## src/hw/rtl/kef_pkg.sv

```systemverilog
// ============================================================================
// kef_pkg
// Shared types and constants of the key event FIFO with its action map:
// transaction payloads, mode codes, action masks and the fixed key map.
// ============================================================================
`default_nettype none

package kef_pkg;

    // Mode codes of an input transaction.
    localparam logic [1:0] MODE_PUSH  = 2'd0;
    localparam logic [1:0] MODE_POP   = 2'd1;
    localparam logic [1:0] MODE_JOY   = 2'd2;
    localparam logic [1:0] MODE_CLEAR = 2'd3;

    localparam int ACT_W = 18;
    typedef logic [ACT_W-1:0] act_t;

    // One bit per action.
    localparam act_t ACT_FWD     = 18'h00001;
    localparam act_t ACT_BACK    = 18'h00002;
    localparam act_t ACT_TURNL   = 18'h00004;
    localparam act_t ACT_TURNR   = 18'h00008;
    localparam act_t ACT_STRAFEL = 18'h00010;
    localparam act_t ACT_STRAFER = 18'h00020;
    localparam act_t ACT_FIRE    = 18'h00040;
    localparam act_t ACT_USE     = 18'h00080;
    localparam act_t ACT_RUN     = 18'h00100;
    localparam act_t ACT_MAP     = 18'h00200;
    localparam act_t ACT_MENU    = 18'h00400;
    localparam act_t ACT_WEAPON1 = 18'h00800;
    localparam act_t ACT_WEAPON2 = 18'h01000;
    localparam act_t ACT_WEAPON3 = 18'h02000;
    localparam act_t ACT_WEAPON4 = 18'h04000;
    localparam act_t ACT_WEAPON5 = 18'h08000;
    localparam act_t ACT_WEAPON6 = 18'h10000;
    localparam act_t ACT_WEAPON7 = 18'h20000;

    // Scan codes that carry an action, and the action of each.
    localparam int NUM_MAPPED = 23;

    localparam logic [7:0] MAP_CODE [NUM_MAPPED] = '{
        8'h02, 8'h03, 8'h04, 8'h05, 8'h06, 8'h07, 8'h08,
        8'h01, 8'h0f, 8'h11, 8'h48, 8'h1f, 8'h50, 8'h4b,
        8'h4d, 8'h1e, 8'h33, 8'h20, 8'h34, 8'h1d, 8'h39,
        8'h2a, 8'h36
    };

    localparam act_t MAP_ACT [NUM_MAPPED] = '{
        ACT_WEAPON1, ACT_WEAPON2, ACT_WEAPON3, ACT_WEAPON4, ACT_WEAPON5,
        ACT_WEAPON6, ACT_WEAPON7,
        ACT_MENU, ACT_MAP, ACT_FWD, ACT_FWD, ACT_BACK, ACT_BACK, ACT_TURNL,
        ACT_TURNR, ACT_STRAFEL, ACT_STRAFEL, ACT_STRAFER, ACT_STRAFER,
        ACT_FIRE, ACT_USE, ACT_RUN, ACT_RUN
    };

    typedef struct packed {
        logic [1:0] mode;
        logic [7:0] key_code;
        logic       pressed;
        logic [7:0] joystick_in;
    } kef_in_t;

    typedef struct packed {
        logic        accepted;
        logic [31:0] event_sequence;
        logic [7:0]  event_code;
        logic        event_pressed;
        logic [4:0]  pending_count;
        logic [31:0] rejected_count;
        logic        key_held;
        logic [4:0]  joystick_state;
        act_t        keyboard_actions;
        act_t        joystick_actions;
        act_t        held_actions;
    } kef_out_t;

    // One stored event.
    typedef struct packed {
        logic [31:0] seq;
        logic [7:0]  code;
        logic        pressed;
    } kef_event_t;

    // Commands from the controller to the datapath.
    typedef struct packed {
        logic capture;
        logic commit;
    } kef_cmd_t;

    // Action mask of a five-bit joystick snapshot.
    function automatic act_t joy_actions(input logic [4:0] joy);
        act_t acc;
        acc = '0;
        if (joy[0]) acc = acc | ACT_FWD;
        if (joy[1]) acc = acc | ACT_BACK;
        if (joy[2]) acc = acc | ACT_TURNL;
        if (joy[3]) acc = acc | ACT_TURNR;
        if (joy[4]) acc = acc | ACT_FIRE;
        return acc;
    endfunction

endpackage

`default_nettype wire

```

## src/hw/rtl/kef_ctrl.sv

```systemverilog
// ============================================================================
// kef_ctrl
// Controller: takes one transaction, commits it from the EXEC state once the
// output register is free, and tracks the output valid flag.
// ============================================================================
`default_nettype none

module kef_ctrl (
    input  wire logic            clk,
    input  wire logic            rst_n,
    input  wire logic            in_valid,
    output logic                 in_ready,
    output logic                 out_valid,
    input  wire logic            out_ready,
    output kef_pkg::kef_cmd_t    cmd
);

    localparam logic ST_IDLE = 1'b0;
    localparam logic ST_EXEC = 1'b1;

    logic state_reg;
    logic state_next;
    logic out_valid_reg;
    logic out_valid_next;
    logic out_free;

    assign in_ready = (state_reg == ST_IDLE);
    assign out_free = !out_valid_reg || out_ready;

    always_comb
    begin
        cmd.capture = 1'b0;
        cmd.commit  = 1'b0;
        state_next  = state_reg;
        unique case (state_reg)
            ST_IDLE:
            begin
                if (in_valid)
                begin
                    cmd.capture = 1'b1;
                    state_next  = ST_EXEC;
                end
            end
            ST_EXEC:
            begin
                // Hold the item until the output register can take its result.
                if (out_free)
                begin
                    cmd.commit = 1'b1;
                    state_next = ST_IDLE;
                end
            end
            default:
            begin
                state_next = ST_IDLE;
            end
        endcase
    end

    always_comb
    begin
        if (cmd.commit)
        begin
            out_valid_next = 1'b1;
        end
        else if (out_ready)
        begin
            out_valid_next = 1'b0;
        end
        else
        begin
            out_valid_next = out_valid_reg;
        end
    end

    assign out_valid = out_valid_reg;

    always_ff @(posedge clk or negedge rst_n)
    begin
        if (!rst_n)
        begin
            state_reg     <= ST_IDLE;
            out_valid_reg <= 1'b0;
        end
        else
        begin
            state_reg     <= state_next;
            out_valid_reg <= out_valid_next;
        end
    end

endmodule

`default_nettype wire

```

## src/hw/rtl/kef_datapath.sv

```systemverilog
// ============================================================================
// kef_datapath
// Datapath: event ring and held-key memories, pointers, counters, joystick
// and mapped-key registers, action masks and the output register.
// ============================================================================
`default_nettype none

module kef_datapath #(
    parameter int FIFO_DEPTH = 16
) (
    input  wire logic               clk,
    input  wire logic               rst_n,
    input  wire kef_pkg::kef_cmd_t  cmd,
    input  wire kef_pkg::kef_in_t   in_data,
    output kef_pkg::kef_out_t       out_data
);

    localparam int PTR_W = (FIFO_DEPTH > 1) ? $clog2(FIFO_DEPTH) : 1;
    localparam int CNT_W = $clog2(FIFO_DEPTH + 1);
    localparam logic [PTR_W-1:0] PTR_LAST = PTR_W'(FIFO_DEPTH - 1);
    localparam logic [CNT_W-1:0] CNT_FULL = CNT_W'(FIFO_DEPTH);
    localparam int KEYS = 256;

    // Memories: the event ring and the pressed bit of every scan code.
    kef_pkg::kef_event_t ring_mem [FIFO_DEPTH];
    logic                held_mem [KEYS];

    kef_pkg::kef_in_t    item_reg;
    kef_pkg::kef_event_t ring_rd_reg;
    logic                held_rd_reg;
    logic                held_hit_reg;
    logic [KEYS-1:0]     held_vld_reg;

    logic [PTR_W-1:0]    rd_ptr_reg, rd_ptr_next;
    logic [PTR_W-1:0]    wr_ptr_reg, wr_ptr_next;
    logic [CNT_W-1:0]    cnt_reg, cnt_next;
    logic [31:0]         seq_reg, seq_next;
    logic [31:0]         rej_reg, rej_next;
    logic [4:0]          joy_reg, joy_next;
    logic [kef_pkg::NUM_MAPPED-1:0] mapped_reg, mapped_next;

    kef_pkg::kef_out_t   out_reg, out_next;
    kef_pkg::kef_event_t wr_event;
    kef_pkg::act_t       kbd_act;
    kef_pkg::act_t       joy_act;
    logic                is_push, is_pop, is_joy, is_clear;
    logic                push_ok, pop_ok;
    logic                held_now;

    assign is_push  = (item_reg.mode == kef_pkg::MODE_PUSH);
    assign is_pop   = (item_reg.mode == kef_pkg::MODE_POP);
    assign is_joy   = (item_reg.mode == kef_pkg::MODE_JOY);
    assign is_clear = (item_reg.mode == kef_pkg::MODE_CLEAR);
    assign push_ok  = is_push && (cnt_reg != CNT_FULL);
    assign pop_ok   = is_pop && (cnt_reg != '0);

    assign wr_event.seq     = seq_reg;
    assign wr_event.code    = item_reg.key_code;
    assign wr_event.pressed = item_reg.pressed;

    always_comb
    begin
        rd_ptr_next = rd_ptr_reg;
        wr_ptr_next = wr_ptr_reg;
        cnt_next    = cnt_reg;
        seq_next    = seq_reg;
        rej_next    = rej_reg;
        joy_next    = joy_reg;
        mapped_next = mapped_reg;
        if (is_clear)
        begin
            rd_ptr_next = '0;
            wr_ptr_next = '0;
            cnt_next    = '0;
            seq_next    = '0;
            rej_next    = '0;
            joy_next    = '0;
            mapped_next = '0;
        end
        else if (is_push)
        begin
            if (push_ok)
            begin
                wr_ptr_next = (wr_ptr_reg == PTR_LAST) ? '0 : wr_ptr_reg + PTR_W'(1);
                cnt_next    = cnt_reg + CNT_W'(1);
                seq_next    = seq_reg + 32'd1;
                for (int i = 0; i < kef_pkg::NUM_MAPPED; i++)
                begin
                    if (item_reg.key_code == kef_pkg::MAP_CODE[i])
                    begin
                        mapped_next[i] = item_reg.pressed;
                    end
                end
            end
            else
            begin
                rej_next = rej_reg + 32'd1;
            end
        end
        else if (pop_ok)
        begin
            rd_ptr_next = (rd_ptr_reg == PTR_LAST) ? '0 : rd_ptr_reg + PTR_W'(1);
            cnt_next    = cnt_reg - CNT_W'(1);
        end
        else if (is_joy)
        begin
            joy_next = item_reg.joystick_in[4:0];
        end
    end

    always_comb
    begin
        kbd_act = '0;
        for (int i = 0; i < kef_pkg::NUM_MAPPED; i++)
        begin
            if (mapped_next[i])
            begin
                kbd_act = kbd_act | kef_pkg::MAP_ACT[i];
            end
        end
    end

    assign joy_act = kef_pkg::joy_actions(joy_next);

    always_comb
    begin
        if (is_clear)
        begin
            held_now = 1'b0;
        end
        else if (push_ok)
        begin
            held_now = item_reg.pressed;
        end
        else
        begin
            held_now = held_hit_reg && held_rd_reg;
        end
    end

    always_comb
    begin
        out_next.accepted         = (is_push || is_pop) ? (push_ok || pop_ok) : 1'b1;
        out_next.event_sequence   = pop_ok ? ring_rd_reg.seq : 32'd0;
        out_next.event_code       = pop_ok ? ring_rd_reg.code : 8'd0;
        out_next.event_pressed    = pop_ok ? ring_rd_reg.pressed : 1'b0;
        out_next.pending_count    = 5'(cnt_next);
        out_next.rejected_count   = rej_next;
        out_next.key_held         = held_now;
        out_next.joystick_state   = joy_next;
        out_next.keyboard_actions = kbd_act;
        out_next.joystick_actions = joy_act;
        out_next.held_actions     = kbd_act | joy_act;
    end

    assign out_data = out_reg;

    // Memory ports: reads are taken when a transaction is captured, writes
    // land when it commits; the two never fall in the same cycle.
    always_ff @(posedge clk)
    begin
        if (cmd.capture)
        begin
            ring_rd_reg <= ring_mem[rd_ptr_reg];
            held_rd_reg <= held_mem[in_data.key_code];
        end
        if (cmd.commit && push_ok)
        begin
            ring_mem[wr_ptr_reg]        <= wr_event;
            held_mem[item_reg.key_code] <= item_reg.pressed;
        end
    end

    always_ff @(posedge clk)
    begin
        if (cmd.capture)
        begin
            item_reg <= in_data;
        end
        if (cmd.commit)
        begin
            out_reg <= out_next;
        end
    end

    always_ff @(posedge clk or negedge rst_n)
    begin
        if (!rst_n)
        begin
            rd_ptr_reg   <= '0;
            wr_ptr_reg   <= '0;
            cnt_reg      <= '0;
            seq_reg      <= '0;
            rej_reg      <= '0;
            joy_reg      <= '0;
            mapped_reg   <= '0;
            held_vld_reg <= '0;
            held_hit_reg <= 1'b0;
        end
        else
        begin
            if (cmd.capture)
            begin
                held_hit_reg <= held_vld_reg[in_data.key_code];
            end
            if (cmd.commit)
            begin
                rd_ptr_reg <= rd_ptr_next;
                wr_ptr_reg <= wr_ptr_next;
                cnt_reg    <= cnt_next;
                seq_reg    <= seq_next;
                rej_reg    <= rej_next;
                joy_reg    <= joy_next;
                mapped_reg <= mapped_next;
                if (is_clear)
                begin
                    held_vld_reg <= '0;
                end
                else if (push_ok)
                begin
                    held_vld_reg[item_reg.key_code] <= 1'b1;
                end
            end
        end
    end

endmodule

`default_nettype wire

```

## src/hw/rtl/key_event_fifo_with_action_map.sv

```systemverilog
// A result is presented from the output register, loaded when the transaction commits.
// A new transaction is not taken before the last one commits; the held-key and
// event-ring memory reads are registered at capture and the update is committed in EXEC.
// A stalled output holds the item in its commit cycle until the result register frees.
// Reset (rst_n low, asynchronous) empties the FIFO, zeroes both counters, the
// joystick snapshot and all held keys; ring contents are left as they are.
// ============================================================================
// key_event_fifo_with_action_map
// Keyboard and joystick input controller: a scan-code event FIFO with
// sequence tags, a held-key map, a joystick snapshot and action masks.
// ============================================================================
`default_nettype none

module key_event_fifo_with_action_map #(
    parameter int FIFO_DEPTH = 16
) (
    input  wire logic               clk,
    input  wire logic               rst_n,
    input  wire logic               in_valid,
    output logic                    in_ready,
    input  wire kef_pkg::kef_in_t   in_data,
    output logic                    out_valid,
    input  wire logic               out_ready,
    output kef_pkg::kef_out_t       out_data
);

    // The controller and the datapath talk only through this command bundle.
    // A capture command latches the transaction and starts the memory reads;
    // a commit command applies the state update and loads the result register.
    kef_pkg::kef_cmd_t cmd;

    // The controller owns the handshake on both sides. Input is taken only
    // when no transaction is in flight, and the commit waits for the output
    // register to be empty or draining, so no result is ever overwritten.
    kef_ctrl u_ctrl (
        .clk       (clk),
        .rst_n     (rst_n),
        .in_valid  (in_valid),
        .in_ready  (in_ready),
        .out_valid (out_valid),
        .out_ready (out_ready),
        .cmd       (cmd)
    );

    // The datapath holds the event ring (written only by pushes that fit, so
    // a pop never reads an entry that was not written), the held-key memory
    // with one valid flag per scan code so that reset and clear take effect
    // at once, and a register copy of the keys that carry an action, which
    // drives the keyboard action mask without a sweep over the whole map.
    kef_datapath #(
        .FIFO_DEPTH (FIFO_DEPTH)
    ) u_datapath (
        .clk      (clk),
        .rst_n    (rst_n),
        .cmd      (cmd),
        .in_data  (in_data),
        .out_data (out_data)
    );

endmodule

`default_nettype wire
```

## config.mk

```make
export PLATFORM = sky130hd
export DESIGN_NAME = key_event_fifo_with_action_map
export DESIGN_NICKNAME = d
export VERILOG_FILES = /design/src/hw/rtl/kef_pkg.sv /design/src/hw/rtl/kef_ctrl.sv /design/src/hw/rtl/kef_datapath.sv /design/src/hw/rtl/key_event_fifo_with_action_map.sv
export SDC_FILE = /design/constraint.sdc
export NUM_CORES = 2
export LEC_CHECK = 0
export BUFFER_PORTS_ARGS = -buffer_cell sky130_fd_sc_hd__buf_2
export CAP_MARGIN = 30
export CORE_ASPECT_RATIO = 0.75
export CORE_MARGIN = 2
export CORE_UTILIZATION = 50
export DETAILED_ROUTE_END_ITERATION = 10
export PLACE_DENSITY = 0.77
export SLEW_MARGIN = 10
export SYNTH_ARGS = -nofsm -noshare
export SYNTH_HDL_FRONTEND = slang
export SYNTH_SLANG_ARGS = --single-unit
```

## constraint.sdc

```tcl
create_clock -name clk -period 7.96 [get_ports clk]
set_input_delay 0.398 -clock clk [delete_from_list [all_inputs] [get_ports clk]]
set_output_delay 0.398 -clock clk [all_outputs]
set_load 0.05 [all_outputs]
```

### After elaboration in Yosys (flattened, before gate mapping)

Memories as Yosys holds them, arrays and structs flattened. A register that Yosys moved wholly into a read port is not among the register bits.
Index checks and enable logic that the tools add are counted.

* multiply operators: 0
* shift operators: 0
* add/sub/neg operators: 6
* mux-type cells: 93
* eq/ne operators: 30
* reductions and logical operators: 18
* bitwise gates (word level): 3
* order comparisons: 3
* div/mod/pow operators: 0

Operators by type and width (number)
* $mux 256: 2
* $or 256x256->256: 1
* $mux 32: 6
* $mux 23: 3
* $add 32x1->32 const B: 2
* $mux 5: 10
* $eq 8x6->1 const B: 6
* $mux 4: 10
* $mux 1: 38
* $eq 8x3->1 const B: 4
* $eq 8x5->1 const B: 4
* $eq 8x7->1 const B: 4
* $lt 8x9->1 const B: 2
* $mux 18: 1
* $mux 9: 2
* $or 18x7->18: 1
* $mux 17: 1
* $eq 8x2->1 const B: 2
* $eq 8x4->1 const B: 2
* $mux 16: 1
* $mux 15: 1
* $mux 14: 1
* $mux 7: 2
* $mux 13: 1
* other kinds (29): 46

* word-level logic and storage cells: 181
* output and inout bits: 141
* bits in read-only memories: 0
* flip-flop bits (word level): 519
* bits in latches: 0
* input port bits: 23
* memories: 2
* RAM bits: 912

Memories
* u_datapath.ring_mem: depth 16, width 41, rd ports 1, clocked after memory_dff 1, wr ports 1, line kef_datapath.sv:25 `kef_pkg::kef_event_t ring_mem [FIFO_DEPTH];`
* u_datapath.held_mem: depth 256, width 1, rd ports 1, clocked after memory_dff 1, wr ports 1, line kef_datapath.sv:26 `logic held_mem [KEYS];`

### Depth between registers and ports, before layout

* depth after elaboration: 29
* depth in mapped cells: 12
* gate-level depth less buffers: 9

### Modules after synthesis

A second synthesis with hierarchy kept.

* cells, all modules: 3954
* area total of the unflattened synthesis: 58946.5 um^2

By module, submodules not included
* kef_datapath: instances 1, seq. area each 41429.7 um^2, cells an instance 3945, area an instance 58845.2 um^2
* kef_ctrl: instances 1, seq. area each 50.0 um^2, cells an instance 9, area an instance 101.3 um^2

### Worst setup path before layout

Ideal clock, no wire load.

* kind: register -> register
* start point: register u_ctrl.out_valid_reg, in the netlist u_ctrl.out_valid
* end point: register u_datapath.out_reg, in the netlist u_datapath.out_data[0], enable pin
* buffers on the path: 3
* data required time: 7446 ps
* period minus slack after synthesis: 5012 ps
* data arrival time: 4498 ps
* slack: 2948 ps
* library setup time: 514 ps
* stages on the path, launching flop included: 7
* cell sequence: dfrtp_1 -> nand2b_1 -> nand2_1 -> clkbuf_1 -> inv_1 -> clkbuf_1 -> buf_1

RTL lines
* start: declaration: line kef_ctrl.sv:23 `logic out_valid_reg;`
* start signal: assignment: line kef_ctrl.sv:88 `out_valid_reg <= out_valid_next;`
* end signal: assignment: line kef_datapath.sv:182 `out_reg <= out_next;`
* end: declaration: line kef_datapath.sv:42 `kef_pkg::kef_out_t out_reg, out_next;`

### Worst setup path after layout

* start point: register u_datapath.item_reg[18] (netlist name)
* end point: memory u_datapath.ring_mem[10][2] (netlist name), enable pin

* longest elaborated chain between the ends: 5

Ends and longest elaborated chain
* start: declaration: line kef_datapath.sv:28 `kef_pkg::kef_in_t item_reg;`
* start signal: assignment: line kef_datapath.sv:178 `item_reg <= in_data;`
* $logic_not 2->1: line kef_datapath.sv:50 `assign is_push = (item_reg.mode == kef_pkg::MODE_PUSH);`
* $logic_and 1x1->1: line kef_datapath.sv:54 `assign push_ok = is_push && (cnt_reg != CNT_FULL);`
* $logic_and 1x1->1: line kef_datapath.sv:167 `if (cmd.commit && push_ok)`
* $mux 1: line kef_datapath.sv:167
* $mux 1 (implied by the code): line kef_datapath.sv:169 `ring_mem[wr_ptr_reg] <= wr_event;`
* end: declaration: line kef_datapath.sv:25

Every way passes these cells.

==> qor.tcl <==
set qor(ys.warnings.count) 0
set qor(antenna_cells) 0
set qor(endpoint) {u_datapath.ring_mem[10][2]}
set qor(setup_viol) 0
set qor(skew_ns) 0.03120
set qor(final.period_utilization_pct) 50.40
set qor(critical_path.startpoint) {u_datapath.item_reg[18]}
set qor(seq_total_area_yosys_pct) 70.87
set qor(fin_ws_ns) 3.948
set qor(hold_viol_final) 0
set qor(timing_max_transition_violations_final) 0
set qor(maxClockFrequency_mhz) 249.3
set qor(synth_seq_cells) 1442
set qor(final_period_minus_worst_setup_slack_ns) 4.012
set qor(drt_first_pass_iters) 8
set qor(post-cts-setup-buffers) 0
set qor(start_util_pct) 50.48
set qor(grt_antenna_before_repair) 1
set qor(worst_skew_pair_latency_ns) 0.78
set qor(drive_above_1_share_pct) 19.76
set qor(final.hold.worst_slack_ns) 0.05393
set qor(crit_path_end_kind) {register}
set qor(cp_cell_sequence) {inv_1, ha_1, nand2_1, nor2_2, buf_4, nand2_1, nor2_4, buf_4}
set qor(drc) 0
set qor(grt_remaining_overflow) 0
set qor(grt_pass1_wl_mm) 213.3
set qor(worst_path_dominant_cell_family) {simple AND/OR/NAND/NOR gates}
set qor(floorplan.die.height_um) 300.3
set qor(drt_wl_total_mm) 142.0
set qor(synth_enable_flop_cells) 1078
set qor(buffer_ports.inserted) 147
set qor(r2r_slack_ns) 3.95
set qor(hp-class) {input pin to register}
set qor(seq_area_um2) 41490
set qor(first_global_vias) 33758
set qor(critical_path.n_buffers_inverters) 3
set qor(setup_ws_pre_cts_ns) 3.872
set qor(dieArea_um2) 119800
set qor(synth_area_per_cell_um2) 15.90
set qor(worst_setup_path_start_kind) {register}
set qor(finalNetCount) 3852
set qor(detail_route.wl_per_cell_um) 25.97
set qor(cts_bufs_inserted) 135
set qor(grt_start_max_net_pins) 208
set qor(cts_max_level) 4
set qor(path_class) {register to register}
set qor(number_of_clock_sinks) 1442
set qor(cts_resized) 0
set qor(reg2reg_depth) 8
set qor(cpPeakStageDelay_ns) 0.78
set qor(globalplace.congestion) 0.8589
set qor(p_per_area_nw_per_um2) 294.7
set qor(dr_total_vias) 33986
set qor(multiInputGateArea_um2) 15990
set qor(synth_cell_types) 67
set qor(dp_hpwl_mm) 81.60
set qor(route.detailed.vias_per_inst) 6.215
set qor(synthesis.area_um2) 58530
set qor(cts_root_buffer) {clkbuf_16}
set qor(fin_tns_setup_ns) 0
set qor(total_leakage_power_nw) 23.88
set qor(drt_iter0_markers) 5169
set qor(boundaryPins) 164
set qor(core_area_um2) 115900
set qor(area_delta_synth_final_pct) 12.48
set qor(largest_reg_flops) 656
set qor(rsz_0062_raised_after_global_routing) {false}
set qor(cts_max_path_buffers) 3
set qor(global_route.usage.total_pct) 23.93
set qor(crit_path_max_fanout) 23
set qor(synthFlopType) {edfxtp_1}
set qor(maxSlewHeadroom_pct) 26.44
set qor(run_status) {completed}
set qor(cts.clk_slew.worst_paths_ns) 0.06
set qor(die_x_um) 399.1
set qor(cp_slowest_cell) {nor2_4}
set qor(postSynth.asyncResetShare_pct) 25.24
set qor(crit-reg2reg-launch) {u_datapath.item_reg[18]}
set qor(worstPathRequired_ns) 8.35
set qor(power.ir.vdd_worst_mv) 0.2499
set qor(tritoncts_clock_tree) {yes}
set qor(cp.depth) 8
set qor(worstReg2RegEnd) {u_datapath.ring_mem[10][2]}
set qor(std_cell_rows) 108
set qor(antenna_left) 0
set qor(n_fill_cell) 8476
set qor(worst-slew-pin-transition_ns) 1.103
set qor(worstPathArrival_ns) 4.40
set qor(syn_inst_count) 3682
set qor(max-cap-violations) 0
-- synthesized netlist by cell type, types with 35 or more instances --
library cell	instances	area (um2)
edfxtp_1	1078	32370
nor2_1	769	2887
dfrtp_1	364	9109
mux4_2	298	6711
nand2_1	199	747.0
clkbuf_1	167	626.9
mux2i_1	61	610.6
a21oi_1	52	260.3
o21a_1	50	375.4
and2_1	48	300.3
nand3_1	47	235.2
nor3_1	45	225.2
a31oi_1	37	231.5
buf_4	36	270.3
xor2_1	36	315.3
o31ai_1	35	262.8
-- cells by family after synthesis --
| group | synth area share (%) |
|---|---|
| adders and majority gates | 0.2993 |
| and+or+nand+nor | 8.641 |
| xor gates and xnor gates | 0.8530 |
| muxes | 13.58 |
| AOI/OAI and AO/OA | 3.566 |
| DFF | 70.87 |
| buffers and inverters | 2.187 |
| other | 0.006407 |
-- stage by stage --
step	total power [mW]	instance area, um2	utilization (%)	std cells
6_report	19.40	65830	56.78	5468
5_1_grt	20.04	65830	56.78	5468
4_1_cts	19.48	65730	56.69	5463
3_5_place_dp	12.90	61070	52.68	5202
3_3_place_gp	12.82	60760	52.41	5186
2_1_floorplan	11.92	58570	-	3694
-- worst min path at each step --
stage	cells past startpoint	slack, ns	end	from
final	3	0.05	u_ctrl.out_valid	out_ready
after global routing	3	0.05	u_ctrl.out_valid	out_ready
after CTS	3	0.01	u_ctrl.out_valid	out_ready
after detailed placement	1	0.44	u_datapath.rej_reg[6]	rst_n
after global placement	1	0.43	u_datapath.rej_reg[5]	rst_n
after floorplan	0	0.10	u_ctrl.out_valid	rst_n
-- cells in the final DEF, fill, tap and decap left out, drive strengths merged, types with 27 or more instances in the layout --
| cell type | instances |
|---|---|
| edfxtp | 1078 |
| nor2 | 769 |
| dfrtp | 364 |
| mux4 | 320 |
| buf | 224 |
| nand2 | 199 |
| clkbuf | 179 |
| mux2i | 61 |
| a21oi | 52 |
| o21a | 50 |
| and2 | 48 |
| nand3 | 47 |
| clkinv | 47 |
| nor3 | 46 |
| a31oi | 37 |
| o21ai | 37 |
| xor2 | 36 |
| o31ai | 35 |
| inv | 33 |
| nand4 | 27 |
-- where the power goes --
part           switching (mW)  leakage (nW)  internal, mW
logic                    2.44          6.59          1.19
clock network            2.87          2.22          3.74
registers               0.425          15.1          8.74
-- final cells by class --
type                            count  area share (%)
Multi-Input combinational cell   1976           24.29
Clock buffer                      178           5.658
Timing Repair Buffer              236           2.703
Sequential cell                  1442           63.03
Clock inverter                     72           1.251
Tap cell                         1540           2.927
Inverter                           24          0.1482
-- per-layer routing --
layer / track usage [%] / routed length [um] / vias to the layer above
met5: 0 / 0 / -
met4: 7.653 / 3802 / 0
met3: 7.040 / 17550 / 250
met2: 34.20 / 63260 / 2164
met1: 35.65 / 57410 / 17423
li1: - / - / 14149
-- timing repair --
action	in CTS	in global routing
hold buffers	11	0
setup endpoints to repair	0	0
endpoints found under the hold margin	79	0
-- worst min-delay path, cell delays in order --
cell and delay [ns]:
buf_2 0.07, nand2b_1 0.20, nand2_1 0.09
(Power assumes the default switching activity.)
